===== src/rtl/core/vgrt_pkg.sv =====
// ============================================================================
// vgrt_pkg: shared types and constants of the voxel grid ray traversal
// Holds the field widths, register indexes and small records that the
// front, queue and walk units exchange.
// ============================================================================
`default_nettype none

package vgrt_pkg;

    // Fixed field widths.
    localparam int unsigned VOX_W     = 4;
    localparam int unsigned STEP_W    = 2;
    localparam int unsigned BINS_W    = 5;
    localparam int unsigned CFG_IDX_W = 2;

    // Configuration register indexes.
    localparam logic [CFG_IDX_W-1:0] REG_BINS_X = 2'd0;
    localparam logic [CFG_IDX_W-1:0] REG_BINS_Y = 2'd1;
    localparam logic [CFG_IDX_W-1:0] REG_BINS_Z = 2'd2;

    localparam logic [BINS_W-1:0] BINS_RESET = 5'd16;

    // Axis codes.
    localparam logic [1:0] AXIS_X = 2'd0;
    localparam logic [1:0] AXIS_Y = 2'd1;
    localparam logic [1:0] AXIS_Z = 2'd2;

    // Depth of the queue between the front and the walk unit.
    localparam int unsigned QUEUE_DEPTH = 2;

    typedef logic [BINS_W-1:0] t_bins;
    typedef t_bins [2:0]       t_lims;
    typedef logic [VOX_W-1:0]  t_vox;

    // Decoded direction of one axis.
    typedef struct packed {
        logic en;
        logic neg;
    } t_dir;

    // Part of a queued ray that does not depend on the distance width.
    typedef struct packed {
        t_vox [2:0] vox;
        t_dir [2:0] dir;
    } t_head;

    localparam int unsigned HEAD_W = $bits(t_head);

endpackage

`default_nettype wire


===== src/rtl/core/vgrt_if.sv =====
// ============================================================================
// vgrt_if: channel interfaces of the voxel grid ray traversal
// Ray request channel, voxel result channel and configuration write channel.
// ============================================================================
`default_nettype none

interface vgrt_ray_if #(
    parameter int unsigned DW = 32
);
    import vgrt_pkg::*;

    logic                     valid;
    logic                     ready;
    logic [VOX_W-1:0]         start_x;
    logic [VOX_W-1:0]         start_y;
    logic [VOX_W-1:0]         start_z;
    logic signed [STEP_W-1:0] step_x;
    logic signed [STEP_W-1:0] step_y;
    logic signed [STEP_W-1:0] step_z;
    logic [DW-1:0]            cross_x;
    logic [DW-1:0]            cross_y;
    logic [DW-1:0]            cross_z;
    logic [DW-1:0]            delta_x;
    logic [DW-1:0]            delta_y;
    logic [DW-1:0]            delta_z;

    modport source (
        output valid, start_x, start_y, start_z, step_x, step_y, step_z,
               cross_x, cross_y, cross_z, delta_x, delta_y, delta_z,
        input  ready
    );
    modport sink (
        input  valid, start_x, start_y, start_z, step_x, step_y, step_z,
               cross_x, cross_y, cross_z, delta_x, delta_y, delta_z,
        output ready
    );
endinterface

interface vgrt_vox_if;
    import vgrt_pkg::*;

    logic             valid;
    logic             ready;
    logic [VOX_W-1:0] voxel_x;
    logic [VOX_W-1:0] voxel_y;
    logic [VOX_W-1:0] voxel_z;
    logic             last;

    modport source (
        output valid, voxel_x, voxel_y, voxel_z, last,
        input  ready
    );
    modport sink (
        input  valid, voxel_x, voxel_y, voxel_z, last,
        output ready
    );
endinterface

interface vgrt_cfg_if;
    import vgrt_pkg::*;

    logic                 valid;
    logic                 ready;
    logic [CFG_IDX_W-1:0] index;
    logic [BINS_W-1:0]    data;

    modport source (
        output valid, index, data,
        input  ready
    );
    modport sink (
        input  valid, index, data,
        output ready
    );
endinterface

`default_nettype wire


===== src/rtl/core/vgrt_front.sv =====
// ============================================================================
// vgrt_front: ray intake and classification
// Decodes the step signs, drops rays whose entry voxel lies outside the grid
// and packs the rest into one queue record.
// ============================================================================
`default_nettype none

module vgrt_front #(
    parameter int unsigned DW = 32
) (
    vgrt_ray_if.sink                                   i_ray,
    input  vgrt_pkg::t_lims                            i_lims,
    output logic                                       o_push_valid,
    input  logic                                       i_push_ready,
    output logic [vgrt_pkg::HEAD_W+6*DW-1:0]           o_push_data
);
    import vgrt_pkg::*;

    t_head head;
    logic  in_grid;

    // A raw sign of 01 is +1, any pattern with the top bit set is -1.
    function automatic t_dir decode_dir(input logic [STEP_W-1:0] raw);
        t_dir d;
        d.en  = |raw;
        d.neg = raw[1];
        return d;
    endfunction

    always_comb begin
        head.vox[0] = i_ray.start_x;
        head.vox[1] = i_ray.start_y;
        head.vox[2] = i_ray.start_z;
        head.dir[0] = decode_dir(i_ray.step_x);
        head.dir[1] = decode_dir(i_ray.step_y);
        head.dir[2] = decode_dir(i_ray.step_z);
        in_grid = ({1'b0, i_ray.start_x} < i_lims[0]) &&
                  ({1'b0, i_ray.start_y} < i_lims[1]) &&
                  ({1'b0, i_ray.start_z} < i_lims[2]);
    end

    // Rays outside the grid are taken and discarded without a queue slot.
    assign i_ray.ready  = i_push_ready | ~in_grid;
    assign o_push_valid = i_ray.valid & in_grid;
    assign o_push_data  = {head,
                           i_ray.cross_z, i_ray.cross_y, i_ray.cross_x,
                           i_ray.delta_z, i_ray.delta_y, i_ray.delta_x};

endmodule

`default_nettype wire


===== src/rtl/core/vgrt_queue.sv =====
// ============================================================================
// vgrt_queue: short register queue
// Decouples the intake from the walk unit so that each can stall on its own.
// ============================================================================
`default_nettype none

module vgrt_queue #(
    parameter int unsigned WIDTH = 8,
    parameter int unsigned DEPTH = 2
) (
    input  logic             i_clk,
    input  logic             i_rst_n,
    input  logic             i_push_valid,
    output logic             o_push_ready,
    input  logic [WIDTH-1:0] i_push_data,
    output logic             o_pop_valid,
    input  logic             i_pop_ready,
    output logic [WIDTH-1:0] o_pop_data
);
    localparam int unsigned PW = (DEPTH > 1) ? $clog2(DEPTH) : 1;
    localparam int unsigned CW = $clog2(DEPTH + 1);

    logic [WIDTH-1:0] r_mem [DEPTH];
    logic [PW-1:0]    r_wptr, n_wptr;
    logic [PW-1:0]    r_rptr, n_rptr;
    logic [CW-1:0]    r_count, n_count;
    logic             push, pop;

    assign o_push_ready = (r_count != CW'(DEPTH));
    assign o_pop_valid  = (r_count != '0);
    assign o_pop_data   = r_mem[r_rptr];
    assign push         = i_push_valid & o_push_ready;
    assign pop          = o_pop_valid & i_pop_ready;

    always_comb begin
        n_wptr  = r_wptr;
        n_rptr  = r_rptr;
        n_count = r_count;
        if (push) begin
            n_wptr = (r_wptr == PW'(DEPTH - 1)) ? '0 : r_wptr + 1'b1;
        end
        if (pop) begin
            n_rptr = (r_rptr == PW'(DEPTH - 1)) ? '0 : r_rptr + 1'b1;
        end
        if (push && !pop) begin
            n_count = r_count + 1'b1;
        end else if (pop && !push) begin
            n_count = r_count - 1'b1;
        end
    end

    always_ff @(posedge i_clk) begin
        if (!i_rst_n) begin
            r_wptr  <= '0;
            r_rptr  <= '0;
            r_count <= '0;
        end else begin
            r_wptr  <= n_wptr;
            r_rptr  <= n_rptr;
            r_count <= n_count;
        end
    end

    always_ff @(posedge i_clk) begin
        if (push) begin
            r_mem[r_wptr] <= i_push_data;
        end
    end

endmodule

`default_nettype wire


===== src/rtl/core/vgrt_walk.sv =====
// ============================================================================
// vgrt_walk: voxel walk unit
// Loads one ray from the queue and steps it through the grid, one voxel per
// cycle while the output is not stalled, into a registered output stage.
// ============================================================================
`default_nettype none

module vgrt_walk #(
    parameter int unsigned DW = 32
) (
    input  logic                               i_clk,
    input  logic                               i_rst_n,
    input  vgrt_pkg::t_lims                    i_lims,
    input  logic                               i_pop_valid,
    output logic                               o_pop_ready,
    input  logic [vgrt_pkg::HEAD_W+6*DW-1:0]   i_pop_data,
    vgrt_vox_if.source                         o_vox
);
    import vgrt_pkg::*;

    localparam int unsigned REC_W = HEAD_W + 6 * DW;

    t_head             rec_head;
    logic [2:0][DW-1:0] rec_cross, rec_delta;

    // Walk state.
    logic               r_busy, n_busy;
    t_vox [2:0]         r_vox, n_vox;
    t_dir [2:0]         r_dir, n_dir;
    logic [2:0][DW-1:0] r_cross, n_cross;
    logic [2:0][DW-1:0] r_delta, n_delta;

    // Output stage.
    logic               r_ovalid, n_ovalid;
    t_vox [2:0]         r_ovox, n_ovox;
    logic               r_olast, n_olast;

    logic [2:0][DW:0]   key;
    logic [1:0]         axis;
    t_vox               sel_vox, next_vox;
    t_dir               sel_dir;
    t_bins              sel_lim;
    logic [DW:0]        sum;
    logic [DW-1:0]      sat;
    logic               leave, emit, load;

    assign rec_head = i_pop_data[REC_W-1 -: HEAD_W];
    always_comb begin
        for (int a = 0; a < 3; a++) begin
            rec_delta[a] = i_pop_data[a*DW +: DW];
            rec_cross[a] = i_pop_data[(3+a)*DW +: DW];
        end
    end

    // A disabled axis gets a key just above every real distance.
    always_comb begin
        for (int a = 0; a < 3; a++) begin
            key[a] = r_dir[a].en ? {1'b0, r_cross[a]} : {1'b1, {DW{1'b0}}};
        end
        if (key[0] < key[1]) begin
            axis = (key[0] < key[2]) ? AXIS_X : AXIS_Z;
        end else begin
            axis = (key[1] < key[2]) ? AXIS_Y : AXIS_Z;
        end
    end

    always_comb begin
        sel_vox  = r_vox[axis];
        sel_dir  = r_dir[axis];
        sel_lim  = i_lims[axis];
        next_vox = sel_dir.neg ? sel_vox - 1'b1 : sel_vox + 1'b1;
        leave    = !(r_dir[0].en || r_dir[1].en || r_dir[2].en) ||
                   (sel_dir.neg ? (sel_vox == '0)
                                : (({1'b0, sel_vox} + 1'b1) >= sel_lim));
        sum      = {1'b0, r_cross[axis]} + {1'b0, r_delta[axis]};
        sat      = sum[DW] ? {DW{1'b1}} : sum[DW-1:0];
    end

    assign emit        = r_busy && (!r_ovalid || o_vox.ready);
    assign o_pop_ready = !r_busy;
    assign load        = !r_busy && i_pop_valid;

    always_comb begin
        n_busy   = r_busy;
        n_vox    = r_vox;
        n_dir    = r_dir;
        n_cross  = r_cross;
        n_delta  = r_delta;
        n_ovalid = r_ovalid;
        n_ovox   = r_ovox;
        n_olast  = r_olast;
        if (load) begin
            n_busy  = 1'b1;
            n_vox   = rec_head.vox;
            n_dir   = rec_head.dir;
            n_cross = rec_cross;
            n_delta = rec_delta;
        end
        if (emit) begin
            n_ovalid = 1'b1;
            n_ovox   = r_vox;
            n_olast  = leave;
            if (leave) begin
                n_busy = 1'b0;
            end else begin
                n_vox[axis]   = next_vox;
                n_cross[axis] = sat;
            end
        end else if (o_vox.ready) begin
            n_ovalid = 1'b0;
        end
    end

    always_ff @(posedge i_clk) begin
        if (!i_rst_n) begin
            r_busy   <= 1'b0;
            r_ovalid <= 1'b0;
        end else begin
            r_busy   <= n_busy;
            r_ovalid <= n_ovalid;
        end
    end

    always_ff @(posedge i_clk) begin
        r_vox   <= n_vox;
        r_dir   <= n_dir;
        r_cross <= n_cross;
        r_delta <= n_delta;
        r_ovox  <= n_ovox;
        r_olast <= n_olast;
    end

    assign o_vox.valid   = r_ovalid;
    assign o_vox.voxel_x = r_ovox[0];
    assign o_vox.voxel_y = r_ovox[1];
    assign o_vox.voxel_z = r_ovox[2];
    assign o_vox.last    = r_olast;

endmodule

`default_nettype wire


===== src/rtl/core/voxel_grid_ray_traversal.sv =====
// ============================================================================
// voxel_grid_ray_traversal: 3D voxel walk of rays through a regular grid
// Top level: configuration registers, ray intake, queue and walk unit.
// ============================================================================
// Each request on i_ray is one ray's start state: entry voxel, step sign per
// axis, distance to the first plane crossing and distance across one voxel
// per axis (unsigned Q16.16 in DIST_WIDTH bits). The block returns the visited
// voxels on o_vox in order, entry voxel first, and marks the final one with
// last. At each step the axis with the smallest crossing distance advances,
// a tie going to the later axis (z before y, y before x), and its distance
// grows by its increment, saturating at the largest value. A ray whose entry
// voxel is outside the grid gives no result and takes no queue slot. A ray
// whose steps are all zero gives only its entry voxel. The walk unit produces
// one voxel per cycle while o_vox does not stall, and loads a ray only after
// the previous walk ends; that single stepping loop sets the throughput. A
// two-entry queue lets the intake take the next rays while a walk is in
// progress. The output register lets the walk produce the next voxel in the
// same cycle that the previous one is taken; while a voxel waits on o_vox,
// the walk stalls with it. Grid sizes are written on i_cfg (always ready);
// the user must write them only while the block is idle; the block does not
// enforce this. A size above MAX_BINS acts as MAX_BINS; zero drops every ray.
// ============================================================================
`default_nettype none

module voxel_grid_ray_traversal #(
    parameter int unsigned MAX_BINS   = 16,
    parameter int unsigned DIST_WIDTH = 32
) (
    input  logic       i_clk,
    input  logic       i_rst_n,
    vgrt_cfg_if.sink   i_cfg,
    vgrt_ray_if.sink   i_ray,
    vgrt_vox_if.source o_vox
);
    import vgrt_pkg::*;

    localparam int unsigned REC_W = HEAD_W + 6 * DIST_WIDTH;

    t_bins r_bins_x, r_bins_y, r_bins_z;
    t_lims lims;

    logic             push_valid, push_ready;
    logic [REC_W-1:0] push_data;
    logic             pop_valid, pop_ready;
    logic [REC_W-1:0] pop_data;

    // Configuration writes are always accepted. Indexes beyond the
    // register list are accepted and ignored.
    assign i_cfg.ready = 1'b1;

    always_ff @(posedge i_clk) begin
        if (!i_rst_n) begin
            r_bins_x <= BINS_RESET;
            r_bins_y <= BINS_RESET;
            r_bins_z <= BINS_RESET;
        end else if (i_cfg.valid) begin
            case (i_cfg.index)
                REG_BINS_X: begin
                    r_bins_x <= i_cfg.data;
                end
                REG_BINS_Y: begin
                    r_bins_y <= i_cfg.data;
                end
                REG_BINS_Z: begin
                    r_bins_z <= i_cfg.data;
                end
                default: begin
                end
            endcase
        end
    end

    // Grid sizes above the supported maximum are clamped to it.
    function automatic t_bins clamp_bins(input t_bins b);
        return (b > BINS_W'(MAX_BINS)) ? BINS_W'(MAX_BINS) : b;
    endfunction

    assign lims[0] = clamp_bins(r_bins_x);
    assign lims[1] = clamp_bins(r_bins_y);
    assign lims[2] = clamp_bins(r_bins_z);

    vgrt_front #(
        .DW (DIST_WIDTH)
    ) u_front (
        .i_ray        (i_ray),
        .i_lims       (lims),
        .o_push_valid (push_valid),
        .i_push_ready (push_ready),
        .o_push_data  (push_data)
    );

    vgrt_queue #(
        .WIDTH (REC_W),
        .DEPTH (QUEUE_DEPTH)
    ) u_queue (
        .i_clk        (i_clk),
        .i_rst_n      (i_rst_n),
        .i_push_valid (push_valid),
        .o_push_ready (push_ready),
        .i_push_data  (push_data),
        .o_pop_valid  (pop_valid),
        .i_pop_ready  (pop_ready),
        .o_pop_data   (pop_data)
    );

    vgrt_walk #(
        .DW (DIST_WIDTH)
    ) u_walk (
        .i_clk       (i_clk),
        .i_rst_n     (i_rst_n),
        .i_lims      (lims),
        .i_pop_valid (pop_valid),
        .o_pop_ready (pop_ready),
        .i_pop_data  (pop_data),
        .o_vox       (o_vox)
    );

endmodule

`default_nettype wire


===== src/flat_wrapper.sv =====
// flat-port wrapper written by rule: the top's interface ports become plain ports
module voxel_grid_ray_traversal_flat import vgrt_pkg::*;
#(
    parameter int unsigned MAX_BINS   = 16,
    parameter int unsigned DIST_WIDTH = 32
)
  (i_clk, i_rst_n, i_cfg_valid, i_cfg_index, i_cfg_data, i_cfg_ready, i_ray_valid, i_ray_start_x, i_ray_start_y, i_ray_start_z, i_ray_step_x, i_ray_step_y, i_ray_step_z, i_ray_cross_x, i_ray_cross_y, i_ray_cross_z, i_ray_delta_x, i_ray_delta_y, i_ray_delta_z, i_ray_ready, o_vox_valid, o_vox_voxel_x, o_vox_voxel_y, o_vox_voxel_z, o_vox_last, o_vox_ready);
  vgrt_cfg_if i_cfg_i ();
  vgrt_ray_if i_ray_i ();
  vgrt_vox_if o_vox_i ();
  input  logic i_clk;
  input  logic i_rst_n;
  input wire logic [$bits(i_cfg_i.valid)-1:0] i_cfg_valid;
  input wire logic [$bits(i_cfg_i.index)-1:0] i_cfg_index;
  input wire logic [$bits(i_cfg_i.data)-1:0] i_cfg_data;
  output wire logic [$bits(i_cfg_i.ready)-1:0] i_cfg_ready;
  input wire logic [$bits(i_ray_i.valid)-1:0] i_ray_valid;
  input wire logic [$bits(i_ray_i.start_x)-1:0] i_ray_start_x;
  input wire logic [$bits(i_ray_i.start_y)-1:0] i_ray_start_y;
  input wire logic [$bits(i_ray_i.start_z)-1:0] i_ray_start_z;
  input wire logic [$bits(i_ray_i.step_x)-1:0] i_ray_step_x;
  input wire logic [$bits(i_ray_i.step_y)-1:0] i_ray_step_y;
  input wire logic [$bits(i_ray_i.step_z)-1:0] i_ray_step_z;
  input wire logic [$bits(i_ray_i.cross_x)-1:0] i_ray_cross_x;
  input wire logic [$bits(i_ray_i.cross_y)-1:0] i_ray_cross_y;
  input wire logic [$bits(i_ray_i.cross_z)-1:0] i_ray_cross_z;
  input wire logic [$bits(i_ray_i.delta_x)-1:0] i_ray_delta_x;
  input wire logic [$bits(i_ray_i.delta_y)-1:0] i_ray_delta_y;
  input wire logic [$bits(i_ray_i.delta_z)-1:0] i_ray_delta_z;
  output wire logic [$bits(i_ray_i.ready)-1:0] i_ray_ready;
  output wire logic [$bits(o_vox_i.valid)-1:0] o_vox_valid;
  output wire logic [$bits(o_vox_i.voxel_x)-1:0] o_vox_voxel_x;
  output wire logic [$bits(o_vox_i.voxel_y)-1:0] o_vox_voxel_y;
  output wire logic [$bits(o_vox_i.voxel_z)-1:0] o_vox_voxel_z;
  output wire logic [$bits(o_vox_i.last)-1:0] o_vox_last;
  input wire logic [$bits(o_vox_i.ready)-1:0] o_vox_ready;
  assign i_cfg_i.valid = i_cfg_valid;
  assign i_cfg_i.index = i_cfg_index;
  assign i_cfg_i.data = i_cfg_data;
  assign i_cfg_ready = i_cfg_i.ready;
  assign i_ray_i.valid = i_ray_valid;
  assign i_ray_i.start_x = i_ray_start_x;
  assign i_ray_i.start_y = i_ray_start_y;
  assign i_ray_i.start_z = i_ray_start_z;
  assign i_ray_i.step_x = i_ray_step_x;
  assign i_ray_i.step_y = i_ray_step_y;
  assign i_ray_i.step_z = i_ray_step_z;
  assign i_ray_i.cross_x = i_ray_cross_x;
  assign i_ray_i.cross_y = i_ray_cross_y;
  assign i_ray_i.cross_z = i_ray_cross_z;
  assign i_ray_i.delta_x = i_ray_delta_x;
  assign i_ray_i.delta_y = i_ray_delta_y;
  assign i_ray_i.delta_z = i_ray_delta_z;
  assign i_ray_ready = i_ray_i.ready;
  assign o_vox_valid = o_vox_i.valid;
  assign o_vox_voxel_x = o_vox_i.voxel_x;
  assign o_vox_voxel_y = o_vox_i.voxel_y;
  assign o_vox_voxel_z = o_vox_i.voxel_z;
  assign o_vox_last = o_vox_i.last;
  assign o_vox_i.ready = o_vox_ready;
  voxel_grid_ray_traversal #(.MAX_BINS(MAX_BINS), .DIST_WIDTH(DIST_WIDTH)) u_core (.i_clk(i_clk), .i_rst_n(i_rst_n), .i_cfg(i_cfg_i), .i_ray(i_ray_i), .o_vox(o_vox_i));
endmodule

===== config.mk =====
export PLATFORM = sky130hd
export DESIGN_NAME = voxel_grid_ray_traversal_flat
export DESIGN_NICKNAME = d
export VERILOG_FILES = /design/src/rtl/core/vgrt_pkg.sv /design/src/rtl/core/vgrt_if.sv /design/src/rtl/core/vgrt_front.sv /design/src/rtl/core/vgrt_queue.sv /design/src/rtl/core/vgrt_walk.sv /design/src/rtl/core/voxel_grid_ray_traversal.sv /design/src/flat_wrapper.sv
export SDC_FILE = /design/constraint.sdc
export NUM_CORES = 1
export LEC_CHECK = 0
export ABC_AREA = 1
export BUFFER_PORTS_ARGS = -buffer_cell sky130_fd_sc_hd__buf_2
export CORE_MARGIN = 2
export CORE_UTILIZATION = 50
export DETAILED_ROUTE_END_ITERATION = 10
export PLACE_DENSITY = 0.66
export SLEW_MARGIN = 20
export SYNTH_ARGS = -nofsm -noshare
export SYNTH_HDL_FRONTEND = slang
export SYNTH_HIERARCHICAL = 1
export SYNTH_SLANG_ARGS = --single-unit

===== constraint.sdc =====
create_clock -name i_clk -period 16.6 [get_ports i_clk]
set_clock_uncertainty 0.1 [all_clocks]
set_input_delay 1.66 -clock i_clk [delete_from_list [all_inputs] [get_ports i_clk]]
set_output_delay 1.66 -clock i_clk [all_outputs]
set_load 0.02 [all_outputs]

==> results of run 1 <==
[Yosys cell counts, drive strengths merged]
| cell | number | share of area [%] |
|---|---|---|
| a21oi | 140 | 2.1 |
| nand4 | 17 | 0.37 |
| buf | 265 | 6.0 |
| nor2 | 173 | 2.0 |
| nand3b | 6 | 0.13 |
| fa | 2 | 0.12 |
| o21bai | 10 | 0.22 |
| a21o | 11 | 0.25 |
| conb | 1 | 0.011 |
| xor2 | 12 | 0.31 |
| inv | 214 | 2.4 |
| mux2 | 210 | 7.1 |
| nor3 | 11 | 0.19 |
| o21a | 3 | 0.067 |
| or2 | 12 | 0.22 |
| nor4 | 3 | 0.056 |
| a21boi | 4 | 0.090 |
| and2 | 1 | 0.019 |
| and3 | 1 | 0.019 |
| a31oi | 2 | 0.037 |
| edfxtp | 535 | 48 |
| xnor2 | 4 | 0.10 |
| a211oi | 1 | 0.022 |
| ha | 146 | 5.5 |
| nand2 | 984 | 11 |
| nand2b | 1 | 0.019 |
| clkinv | 5 | 0.056 |
| dfxtp | 130 | 7.8 |
| clkbuf | 70 | 0.79 |
| nand3 | 183 | 2.8 |
| o21ai | 119 | 1.8 |
| o22ai | 1 | 0.019 |
[layer usage]
layer	global-route usage (%)	up-vias	part of all wire [%]
met3	3.78	124	5.9
met5	0	-	0.038
met4	7.25	4	2.9
li1	-	10840	-
met2	35.0	679	45
met1	32.2	10475	46
[path summary, 6_finish.rpt]
| path | startpoint | end | slack (ns) |
|---|---|---|---|
| worst min-delay path | u_core/u_walk/r_vox[0] | u_core/u_walk/o_vox.voxel_x[0] | 0.36 |
| worst max-delay path | u_core/u_walk/r_dir[5] | u_core/u_walk/r_cross[93] | 9.34 |
| worst max register to register | u_core/u_walk/r_dir[5] | u_core/u_walk/r_cross[93] | 9.34 |
| worst min register to register | u_core/u_walk/r_vox[0] | u_core/u_walk/o_vox.voxel_x[0] | 0.36 |
[cells by family after synthesis]
| kind of cell | count (synthesis) | share of synthesized area (%) |
|---|---|---|
| compound gates | 291 | 4.63 |
| xor+xnor | 16 | 0.420 |
| buf+inv | 554 | 9.27 |
| simple gates | 1392 | 17.1 |
| fa+ha+maj | 148 | 5.59 |
| flops | 665 | 55.9 |
| other cells | 1 | 0.0112 |
| mux | 210 | 7.08 |
[through the flow]
| stage | setup slack (ns) | area (sq um) | hold WS [ns] | util [%] | instances |
|---|---|---|---|---|---|
| 6_report | 9.34 | 35900 | 0.361 | 54.4 | 4198 |
| 5_1_grt | 8.93 | 35900 | 0.368 | 54.4 | 4198 |
| 4_1_cts | 9.51 | 35900 | 0.365 | 54.4 | 4197 |
| 3_5_place_dp | 9.53 | 33600 | 0.349 | 50.9 | 4069 |
| 3_3_place_gp | 9.62 | 33600 | 0.347 | 50.9 | 4069 |
| 2_1_floorplan | 4.55 | 33400 | 0.308 | - | 3277 |
[cell type report]
type | count | area share, %
Clock buffer | 93 | 5.47
Tap cell | 864 | 3.01
Sequential cell | 665 | 52.0
Inverter | 219 | 2.31
Multi-Input combinational cell | 2058 | 32.4
Clock inverter | 35 | 0.881
Timing Repair Buffer | 264 | 3.91
[registers in the layout (all words and copies together) (netlist names), named ones only]
| register | cells |
|---|---|
| u_core/r_bins_x | 5 |
| u_core/u_queue/r_count | 2 |
| u_core/u_queue/r_rptr | 1 |
| u_core/u_walk/r_delta | 96 |
| u_core/u_walk/o_vox.voxel_x | 4 |
| u_core/u_walk/o_vox.voxel_y | 4 |
| u_core/u_walk/o_vox.valid | 1 |
| u_core/r_bins_z | 5 |
| u_core/u_walk/o_vox.last | 1 |
| u_core/u_queue/r_mem | 420 |
| u_core/u_walk/o_vox.voxel_z | 4 |
| u_core/u_walk/r_cross | 96 |
| u_core/r_bins_y | 5 |
| u_core/u_walk/r_busy | 1 |
| u_core/u_walk/r_dir | 6 |
| u_core/u_queue/r_wptr | 1 |
| u_core/u_walk/r_vox | 12 |
==> summary.md, run 1 <==
| Metric | Value |
|---|---|
| Final Max Tran Viols | 0 |
| Ratio of cells with drive above 1 in the final layout | 18.7% |
| Post-detailed-route count of antenna-violating nets | 0 |
| Register bit total from synthesis | 665 |
| Post-CTS Setup Repair Bufs | 0 |
| Final setup fails | 0 |
| Nets | 3,649 |
| CTS tree | done |
| Syn Nets | 3,647 |
| Worst Path Required | 16.99 ns |
| CP Capture Type | flip-flop |
| Clock-pin slew on the worst setup and hold paths | 0.06 ns |
| F_max | 138 MHz |
| WP depth | 28 |
| Via count | 22,122 |
| Placeable Area | 66,000 sq um |
| TritonCTS sink count | 665 |
| Worst Hold Class | reg -> reg |
| Ports | 238 |
| Cells after Synth | 3,277 |
| Hold path depth | 0 |
| Setup crit start kind | flip-flop |
| Initial antenna violation count | 2 |
| Synth unique cells | 44 |
| Post-synth design cell area | 33,400 sq um |
| Family with the most delay on the worst path | buffers and inverters |
| PortBufs | 236 |
| Syn avg cell area | 10.2 sq um |
| Fin. Hold Viols | 0 |
| Slowest stage cell on the critical path | buf_4 |
| Overall routed net length | 78,200 um |
| Most common cell after layout, fill and taps aside | nand2_1 |
| Post-route DRC | 0 |
| Crit path kind | reg -> reg |
| Initial Util | 50.6% |
| CTS resizes | 0 |
| Ant diodes | 0 |
| Max_slew headroom | 32.6% |
| Worst-margin pin slew | 1.01 ns |
| YS warnings | 6 |
| Latest clock arrival within the worst-skew pair | 0.63 ns |
| Area of the multi-input gates | 11,600 sq um |
| Fillers | 5,722 |
| Storage element area | 18,700 sq um |
| Final worst-path cycle share | 43.7% |
| GP Congestion | 0.901 |
| CTS Buf Count | 71 |
| H-tree lvl count | 3 |
| Largest net degree at the start of global routing | 130 |
| Commonest cells after routing, fill and taps aside | nand2_1, edfxtp_1, buf_2, mux2_2, inv_1 |
| 1st-pass router iterations | 5 |
| Post-DP HPWL | 53,600 um |
| Die Ht | 262 um |
| Number of global-route vias before repair | 21,266 |
| Period minus WS final | 7.26 ns |
| First DRT Iteration DRCs | 2,081 |
| Total global-route track usage | 22.5% |
| CTS Buffer Depth | 3 |
| Share of the yosys chip area belonging to registers | 55.9% |
| Unrepaired setup endpoints after global routing | no |
| Worst Reg2Reg Path Length in Cells | 28 |
| Worst path max stage delay | 0.76 ns |
| Fin Setup TNS | 0 ns |
| Die ar. | 68,800 sq um |
| GR Overflow Total | 0 |
| Vias per inst | 5.27 |
| Arrival @ worst endpoint | 7.65 ns |
| Crit Path Max Fanout | 65 |
| Routed len/inst | 18.6 um |
| # rows | 94 |
| Root Driver | clkbuf_16 |
| Die width | 262 um |
| Status | complete, no violations |
| First-pass GRT wire length | 120,000 um |
| Maxcap violations | 0 |
| CTS Hold Bufs | 0 |
| Most used cell, CP | nand2_1 |
| Buf/Inv on CP | 5 |
| Layout area overhead | 7.59% |
Power of run 1 is left out: the tool's default activity adds up to more than one toggle a clock period on the data nets, which glitch-free logic cannot reach.
==> inputs of run 2 (changes only) <==
==> constraint.sdc (replaced) <==
create_clock -name i_clk -period 7.4 [get_ports i_clk]
set_clock_uncertainty 0.1 [all_clocks]
set_input_delay 0.74 -clock i_clk [delete_from_list [all_inputs] [get_ports i_clk]]
set_output_delay 0.74 -clock i_clk [all_outputs]
set_load 0.02 [all_outputs]
==> summary.md, run 2 (synthesis results as in run 1) <==
| Metric | Value |
|---|---|
| Largest regs | u_core/u_queue/r_mem x420, u_core/u_walk/r_cross x96, u_core/u_walk/r_delta x96 |
| CTS resizes | 0 (unchanged) |
| Area of the multi-input gates | 11,600 sq um (unchanged) |
| Initial Util | 50.6% (unchanged) |
| Commonest cells after routing, fill and taps aside | nand2_1, edfxtp_1, buf_2, mux2_2, inv_1 |
| Max FFs per register | 420 (unchanged) |
| Crit path kind | reg -> reg |
| Storage element area | 18,700 sq um (unchanged) |
| Die Ht | 262 um (unchanged) |
| CTS Buf Count | 73 (+2.8%) |
| # rows | 94 (unchanged) |
| Fin Setup TNS | 0 ns (unchanged) |
| Ratio of cells with drive above 1 in the final layout | 19.4% (+0.75 points) |
| Total global-route track usage | 22.9% (+0.40 points) |
| Arrival @ worst endpoint | 6.71 ns (-0.94 ns) |
| Slowest stage cell on the critical path | edfxtp_1 |
| First DRT Iteration DRCs | 1,916 (-7.9%) |
| Routed len/inst | 18.8 um (+0.98%) |
| H-tree lvl count | 3 (unchanged) |
| F_max | 158 MHz (+15%) |
| Final worst-path cycle share | 85.3% (+42 points) |
| Number of global-route vias before repair | 21,571 (+1.4%) |
| Final Util | 55.1% (+0.69 points) |
| DP Worst Slack | 1.20 ns (-8.33 ns) |
| Met3 usage | 3.23% (-0.54 points) |
| Worst Hold Class | in -> reg |
| Placed Cells | 4,089 (+0.49%) |
| Setup crit start kind | flip-flop |
| Overall routed net length | 79,400 um (+1.6%) |
| Nets | 3,670 (+0.58%) |
| Clock-pin slew on the worst setup and hold paths | 0.06 ns (about the same) |
| Post-detailed-route count of antenna-violating nets | 0 (unchanged) |
| Fin. Hold Viols | 0 (unchanged) |
| Fin cells | 4,224 (+0.62%) |
| Worst Reg2Reg Path Length in Cells | 29 (+3.6%) |
| Met1 usage | 32.9% (+0.65 points) |
| Maxcap violations | 0 (unchanged) |
| Max_slew headroom | 24.6% (-8.0 points) |
| Post-CTS Setup Repair Bufs | 0 (unchanged) |
| Via count | 22,122 (unchanged) |
| Layout area overhead | 8.96% |
| Reg with most FFs | u_core/u_queue/r_mem |
| Status | complete, no violations |
| PortBufs | 236 (unchanged) |
| 1st-pass router iterations | 6 (+1) |
| Slack of the critical path | 1.09 ns (-8.25 ns) |
| Period minus WS final | 6.31 ns (-0.947 ns) |
| Root Driver | clkbuf_16 |
| Reg2reg setup slack | 1.09 ns (-8.25 ns) |
| Die ar. | 68,800 sq um (unchanged) |
| Placeable Area | 66,000 sq um (unchanged) |
| Final setup fails | 0 (unchanged) |
| TritonCTS sink count | 665 (unchanged) |
| Ports | 238 (unchanged) |
| Worst Hold End | u_core/u_queue/r_mem[0][157] |
| CP Capture Type | flip-flop |
| Die width | 262 um (unchanged) |
| Hold path depth | 1 (+1) |
| CTS tree | done |
| Most common cell after layout, fill and taps aside | nand2_1 |
| Fillers | 5,785 (+1.1%) |
| Post-route DRC | 0 (unchanged) |
| Crit Path Max Fanout | 48 (-26%) |
| Unrepaired setup endpoints after global routing | no |
| Final Max Tran Viols | 0 (unchanged) |
| Worst r2r dst | u_core/u_walk/r_cross[19] |
| Worst Path Required | 7.80 ns (-9.19 ns) |
| GR Overflow Total | 0 (unchanged) |
| First-pass GRT wire length | 123,000 um (+2.2%) |
| CTS Hold Bufs | 0 (unchanged) |
| Vias per inst | 5.24 (-0.62%) |
| Top Usage Layer GRT | met2 |
| Hold Path Origin | i_ray_cross_y[29] |
| Ant diodes | 0 (unchanged) |
| Worst-margin pin slew | 1.13 ns (+0.120 ns) |
| CTS Buffer Depth | 3 (unchanged) |
| Most used cell, CP | nand2_1 |
| Grt met2 use | 36.3% (+1.3 points) |
| Worst path max stage delay | 0.90 ns (+0.14 ns) |
| GP Congestion | 0.916 (+1.6%) |
| Worst r2r src | u_core/u_walk/r_dir[1] |
| Post-DP HPWL | 54,700 um (+2.2%) |
| Initial antenna violation count | 1 (-1) |
| Largest net degree at the start of global routing | 165 (+27%) |
| Latest clock arrival within the worst-skew pair | 0.62 ns (about the same) |
==> run 2: per-stage QoR <==
| stage | hold WS (ns) | cell area, sq um |
|---|---|---|
| 2_1_floorplan | 0.308 | 33400 |
| 3_5_place_dp | 0.376 | 33900 |
| 4_1_cts | 0.175 | 36400 |
| 6_report | 0.211 | 36400 |
| 5_1_grt | 0.190 | 36400 |
| 3_3_place_gp | 0.372 | 33900 |
==> run 2: cell type report <==
type	instances	share of cell area [%]
clock buffers	94	5.56
well taps	864	2.97
clock inverters	41	1.17
repair buffers	283	4.66
flip-flops and latches	665	51.3
multi-input cells	2058	32.0
inverters	219	2.28
==> run 2: layer usage <==
layer	vias up	share of wire [%]
met1	10473	46
met2	664	46
li1	10896	-
met5	-	0.016
met4	2	2.2
met3	87	5.7
==> run 2: worst max-delay path by stage <==
stage                      startpoint  slack, ns                         end  depth (start not counted)
6_report       u_core/u_walk/r_dir[1]       1.09   u_core/u_walk/r_cross[19]                         29
3_3_place_gp   u_core/u_walk/r_dir[1]       1.30   u_core/u_walk/r_cross[19]                         28
2_1_floorplan        i_ray_start_z[2]      -0.19  u_core/u_queue/r_mem[0][0]                          8
5_1_grt        u_core/u_walk/r_dir[1]       0.66   u_core/u_walk/r_cross[19]                         29
4_1_cts        u_core/u_walk/r_dir[1]       1.17   u_core/u_walk/r_cross[19]                         28
3_5_place_dp   u_core/u_walk/r_dir[1]       1.20   u_core/u_walk/r_cross[19]                         28
==> run 2: worst max-delay path, delay by kind of cell, from the launching register on <==
kind | cells | cell delay, ns
AO/OA/AOI/OAI | 7 | 1.68
adder cells (fa/ha/maj) | 2 | 0.46
buffers and inverters | 3 | 0.98
flip-flops | 1 | 0.90
AND/OR/NAND/NOR | 17 | 2.03
Power of run 2 is left out for the same reason.
